[config.mk]
export PLATFORM = sky130hd
export DESIGN_NAME = wheel_speed_frame_parser
export DESIGN_NICKNAME = d
export VERILOG_FILES = /design/src/rtl/core/wsfp_pkg.sv /design/src/rtl/core/wheel_speed_frame_parser.sv /design/src/rtl/core/wsfp_frame_track.sv
export SDC_FILE = /design/constraint.sdc
export NUM_CORES = 1
export LEC_CHECK = 0
export BUFFER_PORTS_ARGS = -buffer_cell sky130_fd_sc_hd__buf_4
export CORE_ASPECT_RATIO = 2
export CORE_UTILIZATION = 50
export CTS_CLUSTER_DIAMETER = 100
export DETAILED_ROUTE_END_ITERATION = 10
export GPL_ROUTABILITY_DRIVEN = 0
export GPL_TIMING_DRIVEN = 0
export MAX_ROUTING_LAYER = met4
export PLACE_DENSITY = 0.7
export SYNTH_ARGS = -nofsm -noshare
export SYNTH_HDL_FRONTEND = slang
export SYNTH_SLANG_ARGS = --single-unit
[constraint.sdc]
create_clock -name clock -period 5.7 [get_ports clock]
set_input_delay 0.57 -clock clock [delete_from_list [all_inputs] [get_ports clock]]
set_output_delay 0.57 -clock clock [all_outputs]
set_load 0.02 [all_outputs]
[src/rtl/core/wsfp_pkg.sv]
// package with the shared types and frame constants of the wheel speed frame parser
package wsfp_pkg;

   // frame format
   localparam logic [7:0] HEADER_BYTE    = 8'hBB;
   localparam logic [7:0] TAIL_BYTE      = 8'h66;
   localparam logic [3:0] INDEX_MAX      = 4'd15;
   localparam logic [3:0] XOR_BYTES      = 4'd7;
   localparam logic [3:0] FRAME_LAST_POS = 4'd8;

   // byte positions inside a frame
   localparam logic [3:0] POS_HEADER     = 4'd0;
   localparam logic [3:0] POS_ADDRESS    = 4'd1;
   localparam logic [3:0] POS_LENGTH     = 4'd2;
   localparam logic [3:0] POS_LEFT_HI    = 4'd3;
   localparam logic [3:0] POS_LEFT_LO    = 4'd4;
   localparam logic [3:0] POS_RIGHT_HI   = 4'd5;
   localparam logic [3:0] POS_RIGHT_LO   = 4'd6;
   localparam logic [3:0] POS_CHECK      = 4'd7;

   typedef struct packed {
      logic [7:0] rx_byte;
      logic       frame_end;
   } req_item_type;

   typedef struct packed {
      logic              frame_ok;
      logic [7:0]        device_address;
      logic [7:0]        payload_length;
      logic signed [15:0] left_wheel_speed;
      logic signed [15:0] right_wheel_speed;
   } rsp_item_type;

endpackage

[src/rtl/core/wheel_speed_frame_parser.sv]
// top level of the wheel speed frame parser
//
// Bytes arrive on the req_ channel, one per transfer, each with frame_end
// marking the last byte of a frame. Each frame end gives one result on the
// rsp_ channel: frame_ok, and when it is set, the device address, length
// byte and both signed wheel speeds; a bad frame reports zero fields.
// Bytes without frame_end give no result.
// A byte is held in the input register, then the frame tracker checks it
// and the result is loaded into the output register, which drives
// rsp_valid and rsp_data.
// One byte is taken every cycle while req_stall is low; the output
// register lets the next bytes of a frame come in while a result waits.
// When rsp_stall holds a result, the block keeps taking bytes until a
// second frame end reaches the input register; it then raises req_stall
// until the waiting result is taken.
// Synchronous reset empties both registers and clears byte count, xor and
// captured fields.
module wheel_speed_frame_parser (
   input  logic                   clock,
   input  logic                   reset,
   input  logic                   req_valid,
   output logic                   req_stall,
   input  wsfp_pkg::req_item_type req_data,
   output logic                   rsp_valid,
   input  logic                   rsp_stall,
   output wsfp_pkg::rsp_item_type rsp_data
);
   import wsfp_pkg::*;

   logic         in_valid_ff;
   req_item_type in_item_ff;
   logic         out_valid_ff;
   rsp_item_type out_item_ff;
   rsp_item_type result;
   logic         out_free;
   logic         step;

   // the held byte moves on unless it ends a frame and the output holds a stalled result
   assign out_free  = !out_valid_ff || !rsp_stall;
   assign step      = in_valid_ff && (!in_item_ff.frame_end || out_free);
   assign req_stall = in_valid_ff && !step;

   // input register
   always_ff @(posedge clock) begin
      if (reset) begin
         in_valid_ff <= 1'b0;
      end else if (!req_stall) begin
         in_valid_ff <= req_valid;
      end
   end

   always_ff @(posedge clock) begin
      if (!req_stall && req_valid) begin
         in_item_ff <= req_data;
      end
   end

   wsfp_frame_track u_track (
      .clock  (clock),
      .reset  (reset),
      .step   (step),
      .item   (in_item_ff),
      .result (result)
   );

   // output register
   always_ff @(posedge clock) begin
      if (reset) begin
         out_valid_ff <= 1'b0;
      end else if (out_free) begin
         out_valid_ff <= step && in_item_ff.frame_end;
      end
   end

   always_ff @(posedge clock) begin
      if (step && in_item_ff.frame_end) begin
         out_item_ff <= result;
      end
   end

   assign rsp_valid = out_valid_ff;
   assign rsp_data  = out_item_ff;

`ifndef SYNTHESIS
   // stall comes only from a held byte
   a_stall_needs_byte: assert property (@(posedge clock) disable iff (reset)
      req_stall |-> in_valid_ff)
      else $error("req_stall without a held byte");

   // a processed frame end always shows up as a result
   a_end_gives_result: assert property (@(posedge clock) disable iff (reset)
      (step && in_item_ff.frame_end) |=> rsp_valid)
      else $error("frame end produced no result");

   // a byte that does not end a frame never stalls
   a_mid_frame_flows: assert property (@(posedge clock) disable iff (reset)
      (in_valid_ff && !in_item_ff.frame_end) |-> !req_stall)
      else $error("mid-frame byte stalled");

   // bad frames carry zero fields
   a_bad_frame_zero: assert property (@(posedge clock) disable iff (reset)
      (rsp_valid && !rsp_data.frame_ok) |->
         (rsp_data.device_address == 8'd0) && (rsp_data.payload_length == 8'd0) &&
         (rsp_data.left_wheel_speed == 16'sd0) && (rsp_data.right_wheel_speed == 16'sd0))
      else $error("bad frame with nonzero fields");
`endif

endmodule

[src/rtl/core/wsfp_frame_track.sv]
// frame tracker: byte count, running xor, field capture and the frame check
module wsfp_frame_track (
   input  logic                  clock,
   input  logic                  reset,
   input  logic                  step,
   input  wsfp_pkg::req_item_type item,
   output wsfp_pkg::rsp_item_type result
);
   import wsfp_pkg::*;

   logic [3:0]  byte_index_ff, byte_index_in;
   logic [7:0]  running_xor_ff, running_xor_in;
   logic        header_matched_ff, header_matched_in;
   logic [7:0]  address_ff, address_in;
   logic [7:0]  length_ff, length_in;
   logic [15:0] left_ff, left_in;
   logic [15:0] right_ff, right_in;
   logic [7:0]  check_ff, check_in;
   logic        frame_ok;

   // capture by position, xor of the leading bytes, saturating count
   always_comb begin
      header_matched_in = header_matched_ff;
      address_in        = address_ff;
      length_in         = length_ff;
      left_in           = left_ff;
      right_in          = right_ff;
      check_in          = check_ff;
      unique case (byte_index_ff)
         POS_HEADER:   header_matched_in = (item.rx_byte == HEADER_BYTE);
         POS_ADDRESS:  address_in        = item.rx_byte;
         POS_LENGTH:   length_in         = item.rx_byte;
         POS_LEFT_HI:  left_in[15:8]     = item.rx_byte;
         POS_LEFT_LO:  left_in[7:0]      = item.rx_byte;
         POS_RIGHT_HI: right_in[15:8]    = item.rx_byte;
         POS_RIGHT_LO: right_in[7:0]     = item.rx_byte;
         POS_CHECK:    check_in          = item.rx_byte;
         default: ;
      endcase

      running_xor_in = running_xor_ff;
      if (byte_index_ff < XOR_BYTES) begin
         running_xor_in = running_xor_ff ^ item.rx_byte;
      end

      byte_index_in = (byte_index_ff == INDEX_MAX) ? INDEX_MAX : byte_index_ff + 4'd1;

      // frame end clears the count, xor and header flag
      if (item.frame_end) begin
         byte_index_in     = '0;
         running_xor_in    = '0;
         header_matched_in = 1'b0;
      end
   end

   // only a ninth byte can close a good frame, and it changes no captured state
   assign frame_ok = (byte_index_ff == FRAME_LAST_POS) && header_matched_ff &&
                     (item.rx_byte == TAIL_BYTE) && (running_xor_ff == check_ff);

   // result fields are zero for a bad frame
   always_comb begin
      result.frame_ok          = frame_ok;
      result.device_address    = frame_ok ? address_ff : 8'd0;
      result.payload_length    = frame_ok ? length_ff  : 8'd0;
      result.left_wheel_speed  = frame_ok ? left_ff    : 16'sd0;
      result.right_wheel_speed = frame_ok ? right_ff   : 16'sd0;
   end

   // state registers
   always_ff @(posedge clock) begin
      if (reset) begin
         byte_index_ff     <= '0;
         running_xor_ff    <= '0;
         header_matched_ff <= 1'b0;
         address_ff        <= '0;
         length_ff         <= '0;
         left_ff           <= '0;
         right_ff          <= '0;
         check_ff          <= '0;
      end else if (step) begin
         byte_index_ff     <= byte_index_in;
         running_xor_ff    <= running_xor_in;
         header_matched_ff <= header_matched_in;
         address_ff        <= address_in;
         length_ff         <= length_in;
         left_ff           <= left_in;
         right_ff          <= right_in;
         check_ff          <= check_in;
      end
   end

endmodule
# ---- Word level (Yosys, flattened, before mapping)
# Index checks and enable logic that the tools add are counted.
dict set report word_totals {
  register_bits 129
  inputBits 13
  output_inout_bits 51
  wordCells 66
}
dict set report classes {
  addsub 1
  magnitude_cmp 1
  eq_ne 12
  muxes 6
  n_bitwise 1
  n_reduce_logical 26
}
# op count
set ops {}
lappend ops {{2-bit AND reduction} 9}
lappend ops {{4-bit by 3-bit equality test with 1-bit output (second input constant)} 4}
lappend ops {{8-bit two-way mux} 2}
lappend ops {{4-bit by 2-bit equality test with 1-bit output (second input constant)} 2}
lappend ops {{4-bit equality test (second input constant)} 2}
lappend ops {{8-bit by 7-bit equality test with 1-bit output (second input constant)} 1}
lappend ops {{8-bit equality test} 1}
lappend ops {{8-bit equality test (second input constant)} 1}
lappend ops {{4-bit two-way mux} 2}
lappend ops {{8-bit bitwise XOR} 1}
lappend ops {{1-bit logical AND} 7}
lappend ops {{1-bit logical NOT} 5}
lappend ops {{4-bit by 1-bit adder with 4-bit output (second input constant)} 1}
lappend ops {{4-bit by 1-bit equality test with 1-bit output (second input constant)} 1}
lappend ops {{4-bit logical NOT} 1}
lappend ops {{4-bit by 3-bit < comparator with 1-bit output (second input constant)} 1}
lappend ops {{2-bit nonzero test} 2}
lappend ops {{1-bit logical OR} 2}
lappend ops {{1-bit two-way mux} 2}

# ---- Logic depth before layout (Yosys ltp)
# Gate-level depths: netlist (run 1).
dict set report depth {
  depth_word 8
  depth_mapped 7
  depth_no_buf 5
}

# ---- Modules after synthesis
# A second synthesis (run 1) with hierarchy kept.
dict set report hier_totals {
  cells_unflattened 517
  area_unflattened_um2 5370.2
}
# mod instances cells_each area_per_inst_um2 seq_area_each_um2
set by_module_without_submodules {}
lappend by_module_without_submodules {wsfp_frame_track 1 446 3535.9 1381.3}
lappend by_module_without_submodules {wheel_speed_frame_parser 1 71 1834.3 1781.7}

# ---- Least setup slack after synthesis (run 1)
# OpenSTA, ideal clock, no wires.
dict set report synth_timing {
  path_kind {input to register}
  startpoint {input rsp_stall}
  endpoint {register out_item_ff, in the netlist rsp_data[0], enable pin}
  setup_ns 0.456
  t_arrival_ns 2.973
  required_time_ns 5.244
  slack_ns 2.271
  cell_stages 3
  n_path_buf 1
  path_cell_list {and2_1 clkbuf_1 nor2_1}
}
dict set report synth_between {
  elab_chain_cells 5
}
# element line_no
set synth_rtl {}
lappend synth_rtl {{start, declared} wheel_speed_frame_parser.sv:25} ;# input logic rsp_stall,
lappend synth_rtl {{1-bit logical NOT} wheel_speed_frame_parser.sv:39} ;# assign out_free = !out_valid_ff || !rsp_stall;
lappend synth_rtl {{1-bit logical OR} wheel_speed_frame_parser.sv:39}
lappend synth_rtl {{1-bit logical OR} wheel_speed_frame_parser.sv:40} ;# assign step = in_valid_ff && (!in_item_ff.frame_end || out_free);
lappend synth_rtl {{1-bit logical AND} wheel_speed_frame_parser.sv:40}
lappend synth_rtl {{1-bit logical AND} wheel_speed_frame_parser.sv:76} ;# if (step && in_item_ff.frame_end) begin
lappend synth_rtl {{end signal, assigned} wheel_speed_frame_parser.sv:77} ;# out_item_ff <= result;
lappend synth_rtl {{end, declared} wheel_speed_frame_parser.sv:33} ;# rsp_item_type out_item_ff;
# Every way passes these cells.
# A chain may end at the register's enable or synchronous reset.

# ---- Worst setup path after layout (run 1)
dict set report layout_timing {
  startpoint {register u_track.running_xor_ff[2]}
  endpoint {register out_item_ff, in the netlist rsp_data[40] (data pin)}
}
dict set report layout_between {
  elab_chain_cells 2
}
# element line_no
set layout_rtl {}
lappend layout_rtl {{start, declared} wsfp_frame_track.sv:12} ;# logic [7:0] running_xor_ff, running_xor_in;
lappend layout_rtl {{start signal, assigned} wsfp_frame_track.sv:82} ;# running_xor_ff <= running_xor_in;
lappend layout_rtl {{8-bit equality test} wsfp_frame_track.sv:58} ;# (item.rx_byte == TAIL_BYTE) && (running_xor_ff == check_ff);
lappend layout_rtl {{1-bit logical AND} wsfp_frame_track.sv:58}
# Every way passes these cells.

==> impl_metrics.json, run 1 <==
{
  "io_buffer_count": 62,
  "ctsHoldBuffers": 0,
  "cts_tree": "built",
  "dr_total_vias": 4712,
  "arrival_ps": 2340,
  "initial_core_util_pct": 51.8,
  "gr-total-overflow": 0,
  "holdWs_ps": 327,
  "dieArea_um2": 11900,
  "syn_to_final_growth_pct": 21.9,
  "outcome": "completed",
  "layout.nets": 663,
  "grt_antenna_before_repair": 0,
  "postPlaceCellArea_um2": 6380,
  "seq_area_um2": 3160,
  "cts_root_buffer": "clkbuf_16",
  "drv_slew": 0,
  "dr.pass1.iters": 8,
  "period_needed_ps": 2120,
  "p_leak_nw": 2.24,
  "cts_buffers": 17,
  "die_y_um": 153,
  "cap_viol_max_count": 0,
  "hpwlAfterDp_um": 9720,
  "synthArstFlopShare_pct": 0,
  "end_kind": "flop",
  "yosys_warnings": 0,
  "drtIter0Drc": 423,
  "drive_gt1_share_pct": 19.3,
  "critPathBufInv": 2,
  "netlist_area_um2": 5700,
  "cpPeakStageDelay_ps": 430,
  "drt-vias-per-instance": 5.90,
  "netlist_instances": 563,
  "finalSetupTns_ps": 0,
  "clock_path_buffers": 2,
  "dp_cells": 766,
  "drcViolationCount": 0,
  "post-cts-setup-buffers": 0,
  "critPathKind": "flop to flop",
  "core_area_um2": 11000,
  "ctsResizeCount": 0,
  "synth_cell_types": 42,
  "multi_input_area_um2": 2070,
  "synth_area_per_cell_um2": 10.1,
  "clk_latency_ps": 420,
  "clock-sinks": 129,
  "rows": 54,
  "slew_headroom_pct": 52.7,
  "cts_htree_levels": 4,
  "die_w_um": 77.5,
  "critical_path.slowest_cell": "dfxtp_1",
  "pre_cts_ws_ps": 3460,
  "rsz0062_at_grt": "no",
  "grt_pass1_vias": 4449,
  "hold_path.class": "primary input to flop",
  "cp_top_family": "simple AND/OR/NAND/NOR gates",
  "grt_max_degree": 30,
  "num_io_pins": 64,
  "path_cells": "xnor2_1, nand4_1, buf_1, clkbuf_1, nor4_1",
  "wl_per_cell_um": 17.4,
  "finalHoldViolations": 0,
  "stdcell_count": 798,
  "finClkSkew_ps": 5.43,
  "cp.required_ps": 5920,
  "setup_ws_ps": 3580,
  "n_antenna_cell": 0,
  "powerDensity_nw_per_um2": 312,
  "cp-start-kind": "flop",
  "gr-usage-all-layers_pct": 25.4,
  "tightest_slew_ps": 707,
  "wl_um": 13900,
  "synth_edf_count": 58,
  "ys_seq_area_share_pct": 55.5,
  "vdd_drop_max_uv": 259,
  "fmax_ghz": 0.471,
  "ys.flop_type": "dfxtp_1",
  "ys_seq_elements": 129,
  "post-route-cell-area_um2": 6950,
  "fin_crit_sh_pct": 37.2,
  "path_clk_slew_ps": 60,
  "crit_fanout": 10,
  "fillers": 917,
  "ant_nets": 0,
  "setup_viol": 0,
  "grt_pass1_wl_um": 22200,
  "syn-num-nets": 581
}
==> layer usage <==
| layer | global-route usage [%] | vias to the layer above | share of wire (%) |
|---|---|---|---|
| met5 | - | - | 0 |
| met4 | 15.4 | 0 | 3.9 |
| met3 | 5.37 | 43 | 5.4 |
| met2 | 44.3 | 199 | 55 |
| met1 | 25.4 | 2246 | 36 |
| li1 | - | 2224 | - |
==> layout by cell type (no fill, tap or decap), types with 5 or more instances in the layout <==
cell type  Yosys  layout
dfxtp_1       71      71
mux2i_1        9       9
a311o_1        8       8
buf_4          1      63
nor4bb_1       5       5
nor4b_1        6       6
o211ai_1       9       9
ha_1           5       5
nand3_1       58      58
a21oi_1       59      59
inv_1         52      52
edfxtp_1      58      58
buf_2         12      12
o21ai_0       60      60
and4b_1        5       5
clkbuf_16      0      17
nor4_2        10      10
clkbuf_1      38      39
buf_1          7       7
nor4_1        38      38
xnor2_1        8       8
==> final timing paths <==
path / slack, ps / start / cells past startpoint / endpoint
max: 3580 / u_track.running_xor_ff[2] / 5 / rsp_data[40]
min: 330 / req_data[3] / 1 / in_item_ff[3]
max reg2reg: 3580 / u_track.running_xor_ff[2] / 5 / rsp_data[40]
min reg2reg: 480 / u_track.address_ff[1] / 2 / u_track.address_ff[1]
==> state kept, by name (all words and copies together) (netlist names), 4 cells and up <==
register                count
u_track.running_xor_ff      8
u_track.right_ff           16
u_track.left_ff            16
in_item_ff                  9
u_track.address_ff          8
u_track.byte_index_ff       4
u_track.check_ff            8
rsp_data                   49
u_track.length_ff           8
==> stage by stage <==
step | util (%) | power [mW]
floorplan | - | 1.10
global placement | 57.6 | 1.14
detailed placement | 57.9 | 1.15
CTS | 63.1 | 2.17
global route | 63.1 | 2.23
finish | 63.1 | 2.17
==> power breakdown <==
| group | switching, mW | internal, mW | total (mW) |
|---|---|---|---|
| logic | 0.101 | 0.0422 | 0.144 |
| registers | 0.00818 | 0.980 | 0.988 |
| clock network | 0.397 | 0.640 | 1.04 |
| total | 0.506 | 1.66 | 2.17 |
==> Yosys cell counts (2+ instances only) <==
cell,instances,area [um2]
clkbuf_1,38,143
xnor2_1,8,70.1
and3_1,3,18.8
nand4b_1,4,35.0
clkbuf_2,4,20.0
a311o_1,8,80.1
buf_1,7,26.3
a311oi_1,2,17.5
nor4_1,38,238
inv_1,52,195
buf_2,12,60.1
mux2i_1,9,90.1
nand4_1,2,12.5
a21oi_1,59,295
and2_1,2,12.5
nor4bb_1,5,50.1
nor2_1,2,7.51
nand3_1,58,290
nand4bb_1,3,33.8
edfxtp_1,58,1740
o211ai_1,9,67.6
a31oi_1,2,12.5
nand2_1,4,15.0
nor4_2,10,125
nor4b_1,6,52.6
buf_6,2,22.5
dfxtp_1,71,1420
and4bb_1,2,25.0
o21ai_0,60,300
nor4b_2,2,30.0
ha_1,5,62.6
nor2b_1,2,12.5
and4b_1,5,50.1
==> cell type report <==
type	count	area share [%]
sequential	129	45.5
inverter	53	2.86
clock inverter	14	2.04
tap	140	2.52
buffer	64	4.02
clock buffer	18	6.18
timing repair buffer	63	7.10
multi-input combinational	317	29.8
==> cells by family (layout without fill, tap and decap cells) <==
family | after synthesis | after routing | synth area share, %
flops | 129 | 129 | 55.5
buf+inv | 117 | 212 | 8.38
compound gates | 143 | 143 | 14.0
simple gates | 152 | 152 | 18.2
mux | 9 | 9 | 1.58
fa+ha+maj | 5 | 5 | 1.10
xor+xnor | 8 | 8 | 1.23
No activity file was read; power rests on OpenSTA's default activity.
==> run 2, diff against run 1 <==
Settings changed: ABC_AREA from default to 1, PLACE_DENSITY 0.7 to 0.73.
Clock period 5.7 ns to 1.8 ns, I/O delays scaled along.
==> run 2 against run 1 <==
Clock power rose to 3.5 times the previous value. Sequential share of layout area up 0.31 points. Critical path depth up 4. Combinational power up 140%. Wire length down 18%. Die area down 5.1%. Global-route usage down 3.0 points. Hold slack worse by 280 ps. Critical endpoint is now rsp_data[38]. Largest cell class unchanged. Highest routed layer unchanged.
==> impl_metrics.json, run 2 <==
{
  "layout_commonest_cell": "nand2_1",
  "drtIter0Drc": 227,
  "cts_htree_levels": 4,
  "fin_crit_sh_pct": 97.3,
  "met2_usage_pct": 39.9,
  "p_leak_nw": 2.66,
  "yosys-top-cells-count": "nand2_1 (134), nor2_1 (130), inv_1 (75)",
  "wl_um": 11400,
  "yosys.area.top_type": "edfxtp_1",
  "grt_antenna_before_repair": 0,
  "period_needed_ps": 1750,
  "die_w_um": 75.5,
  "cp.required_ps": 2090,
  "yosys_warnings": 0,
  "ys_seq_elements": 129,
  "tightest_slew_ps": 693,
  "layout.nets": 725,
  "drt-vias-per-instance": 4.85,
  "dp_cells": 810,
  "holdPathEnd": "in_valid_ff",
  "setup_ws_ps": 48.7,
  "final_cell_mix": "nand2_1 (133), nor2_1 (128), inv_1 (74), dfxtp_1 (69), buf_4 (67)",
  "finalSetupTns_ps": 0,
  "grt_pass1_vias": 3916,
  "n_antenna_cell": 0,
  "cap_viol_max_count": 0,
  "gr-total-overflow": 0,
  "min-delay-start": "req_valid",
  "reg2reg_to": "rsp_data[38]",
  "netlist_area_um2": 5400,
  "ant_nets": 0,
  "stdcell_count": 857,
  "netlist_instances": 610,
  "fillers": 847,
  "path_clk_slew_ps": 60,
  "synth_area_per_cell_um2": 8.86,
  "rows": 53,
  "syn_to_final_growth_pct": 27.8,
  "drv_slew": 0,
  "hpwlAfterDp_um": 7530,
  "slew_headroom_pct": 53.6,
  "yosysMostFrequentCell": "nand2_1",
  "die_y_um": 149,
  "hold_depth": 3,
  "busiest_layer": "met2",
  "arrival_ps": 2040,
  "num_io_pins": 64,
  "globalRouteMet1Util_pct": 20.6,
  "clk_latency_ps": 420,
  "pre_cts_ws_ps": -219,
  "vdd_drop_max_uv": 908,
  "dr.pass1.iters": 5,
  "dr_total_vias": 4160,
  "initial_core_util_pct": 51.6,
  "holdWs_ps": 49.8,
  "cts_buffers": 17,
  "grt_max_degree": 26,
  "setup_viol": 0,
  "drcViolationCount": 0,
  "outcome": "completed",
  "largest_register_ffs": 49,
  "core_area_um2": 10500,
  "io_buffer_count": 63,
  "finalHoldViolations": 0,
  "syn-num-nets": 628,
  "hold_path.class": "primary input to flop",
  "reg2reg_slack_ps": 50,
  "yosysTopAreaCellShare_pct": 32.2,
  "ys.flop_type": "dfxtp_1",
  "dieArea_um2": 11200,
  "cp-start-kind": "flop",
  "synthArstFlopShare_pct": 0,
  "path_cells": "inv_4, nand2_1, nor2_1, nand2_1, nor2_2, nand3_4, buf_8, buf_8, nor2_4",
  "wl_per_cell_um": 13.3,
  "critical_path.slowest_cell": "edfxtp_1",
  "reg2reg_depth": 9,
  "clock-sinks": 129,
  "cts_root_buffer": "clkbuf_16",
  "finClkSkew_ps": 14.3,
  "gr-usage-all-layers_pct": 22.4,
  "end_kind": "flop",
  "grt_pass1_wl_um": 17900,
  "synth_cell_types": 27,
  "timing.rr.start": "in_item_ff[1]",
  "finalCoreUtilization_pct": 65.9,
  "cts_tree": "built",
  "critPathKind": "flop to flop",
  "synthTopCellsByArea": "edfxtp_1 (32%), dfxtp_1 (26%), nand2_1 (9.3%)",
  "synth_edf_count": 58,
  "clock_path_buffers": 2,
  "drive_gt1_share_pct": 21.4,
  "powerDensity_nw_per_um2": 1030,
  "cpPeakStageDelay_ps": 460,
  "ys_seq_area_share_pct": 58.5,
  "fmax_ghz": 0.571,
  "met3_usage_pct": 6.35,
  "crit_fanout": 10
}
-- run 2: cell count changes in the layout (fill, tap and decap cells not counted), sizes merged, moves of 9 or more --
| cell | delta |
|---|---|
| a21oi | -28 |
| clkbuf | -31 |
| dlygate4sd3 | +10 |
| inv | +38 |
| mux2i | -9 |
| nand2 | +134 |
| nand3 | -51 |
| nor2 | +139 |
| nor4 | -48 |
| o211ai | -9 |
| o21ai | -39 |
| xor2 | +9 |
-- run 2: area by class of cell --
| class | count | area (um2) | share of cell area (%) |
|---|---|---|---|
| Inverter | 90 | 373 | 5.40 |
| Clock inverter | 12 | 180 | 2.61 |
| Buffer | 22 | 164 | 2.37 |
| Tap cell | 137 | 171 | 2.48 |
| Timing Repair Buffer | 76 | 613 | 8.88 |
| Timing Repair inverter | 2 | 17.5 | 0.254 |
| Sequential cell | 129 | 3170 | 45.8 |
| Clock buffer | 20 | 457 | 6.61 |
| Multi-Input combinational cell | 369 | 1760 | 25.5 |
-- run 2: timing repair --
item	in CTS	in global routing
endpoints found under the setup margin	90	27
gates resized for setup	12	10
hold buffers	10	0
endpoints found under the hold margin	11	0
cloned	2	1
setup buffers	1	1
pin swaps	1	1
-- run 2: through the flow --
stage | power [mW] | cell area, um2
3_5_place_dp | 3.50 | 6050
4_1_cts | 7.15 | 6850
6_report | 7.12 | 6910
5_1_grt | 7.31 | 6910
3_3_place_gp | 3.50 | 6050
2_1_floorplan | 3.38 | 5410
-- run 2: worst max path at each step --
stage	startpoint	end	slack, ps	depth (start not counted)
floorplan	in_item_ff[0]	rsp_data[0]	20	7
global placement	in_item_ff[0]	rsp_data[37]	-190	7
detailed placement	in_item_ff[0]	rsp_data[22]	-220	7
CTS	in_item_ff[4]	rsp_data[38]	5	9
global route	u_track.byte_index_ff[0]	rsp_data[38]	-10	10
finish	in_item_ff[1]	rsp_data[38]	50	9
-- run 2: worst max-delay path, delay by kind of cell (launching register included) --
| kind | cells | cell delay (ps) |
|---|---|---|
| buffers and inverters | 3 | 500 |
| and+or+nand+nor | 6 | 660 |
| DFF | 1 | 460 |
-- run 2: metal layers --
| layer | share of wire [%] | wire length [um] |
|---|---|---|
| met5 | 0 | 0 |
| met1 | 35 | 4020 |
| met3 | 4.3 | 487 |
| met2 | 57 | 6450 |
| met4 | 3.6 | 409 |
-- run 2: kinds of logic (layout without fill, tap and decap cells) --
group                      Yosys count  after routing  share of synthesized area (%)
and+or+nand+nor                    302            302                           24.8
xor gates and xnor gates            10             10                           1.62
buffers and inverters              112            222                           9.08
DFF                                129            129                           58.5
adders and majority gates            5              5                           1.16
AOI/OAI and AO/OA                   52             52                           4.82
-- run 2: power breakdown --
| group | internal, mW | switching (mW) | leakage, nW |
|---|---|---|---|
| Sequential | 3.11 | 0.0345 | 1.12 |
| Combinational | 0.128 | 0.215 | 1.25 |
| Clock | 2.40 | 1.24 | 0.297 |
| Total | 5.63 | 1.49 | 2.66 |
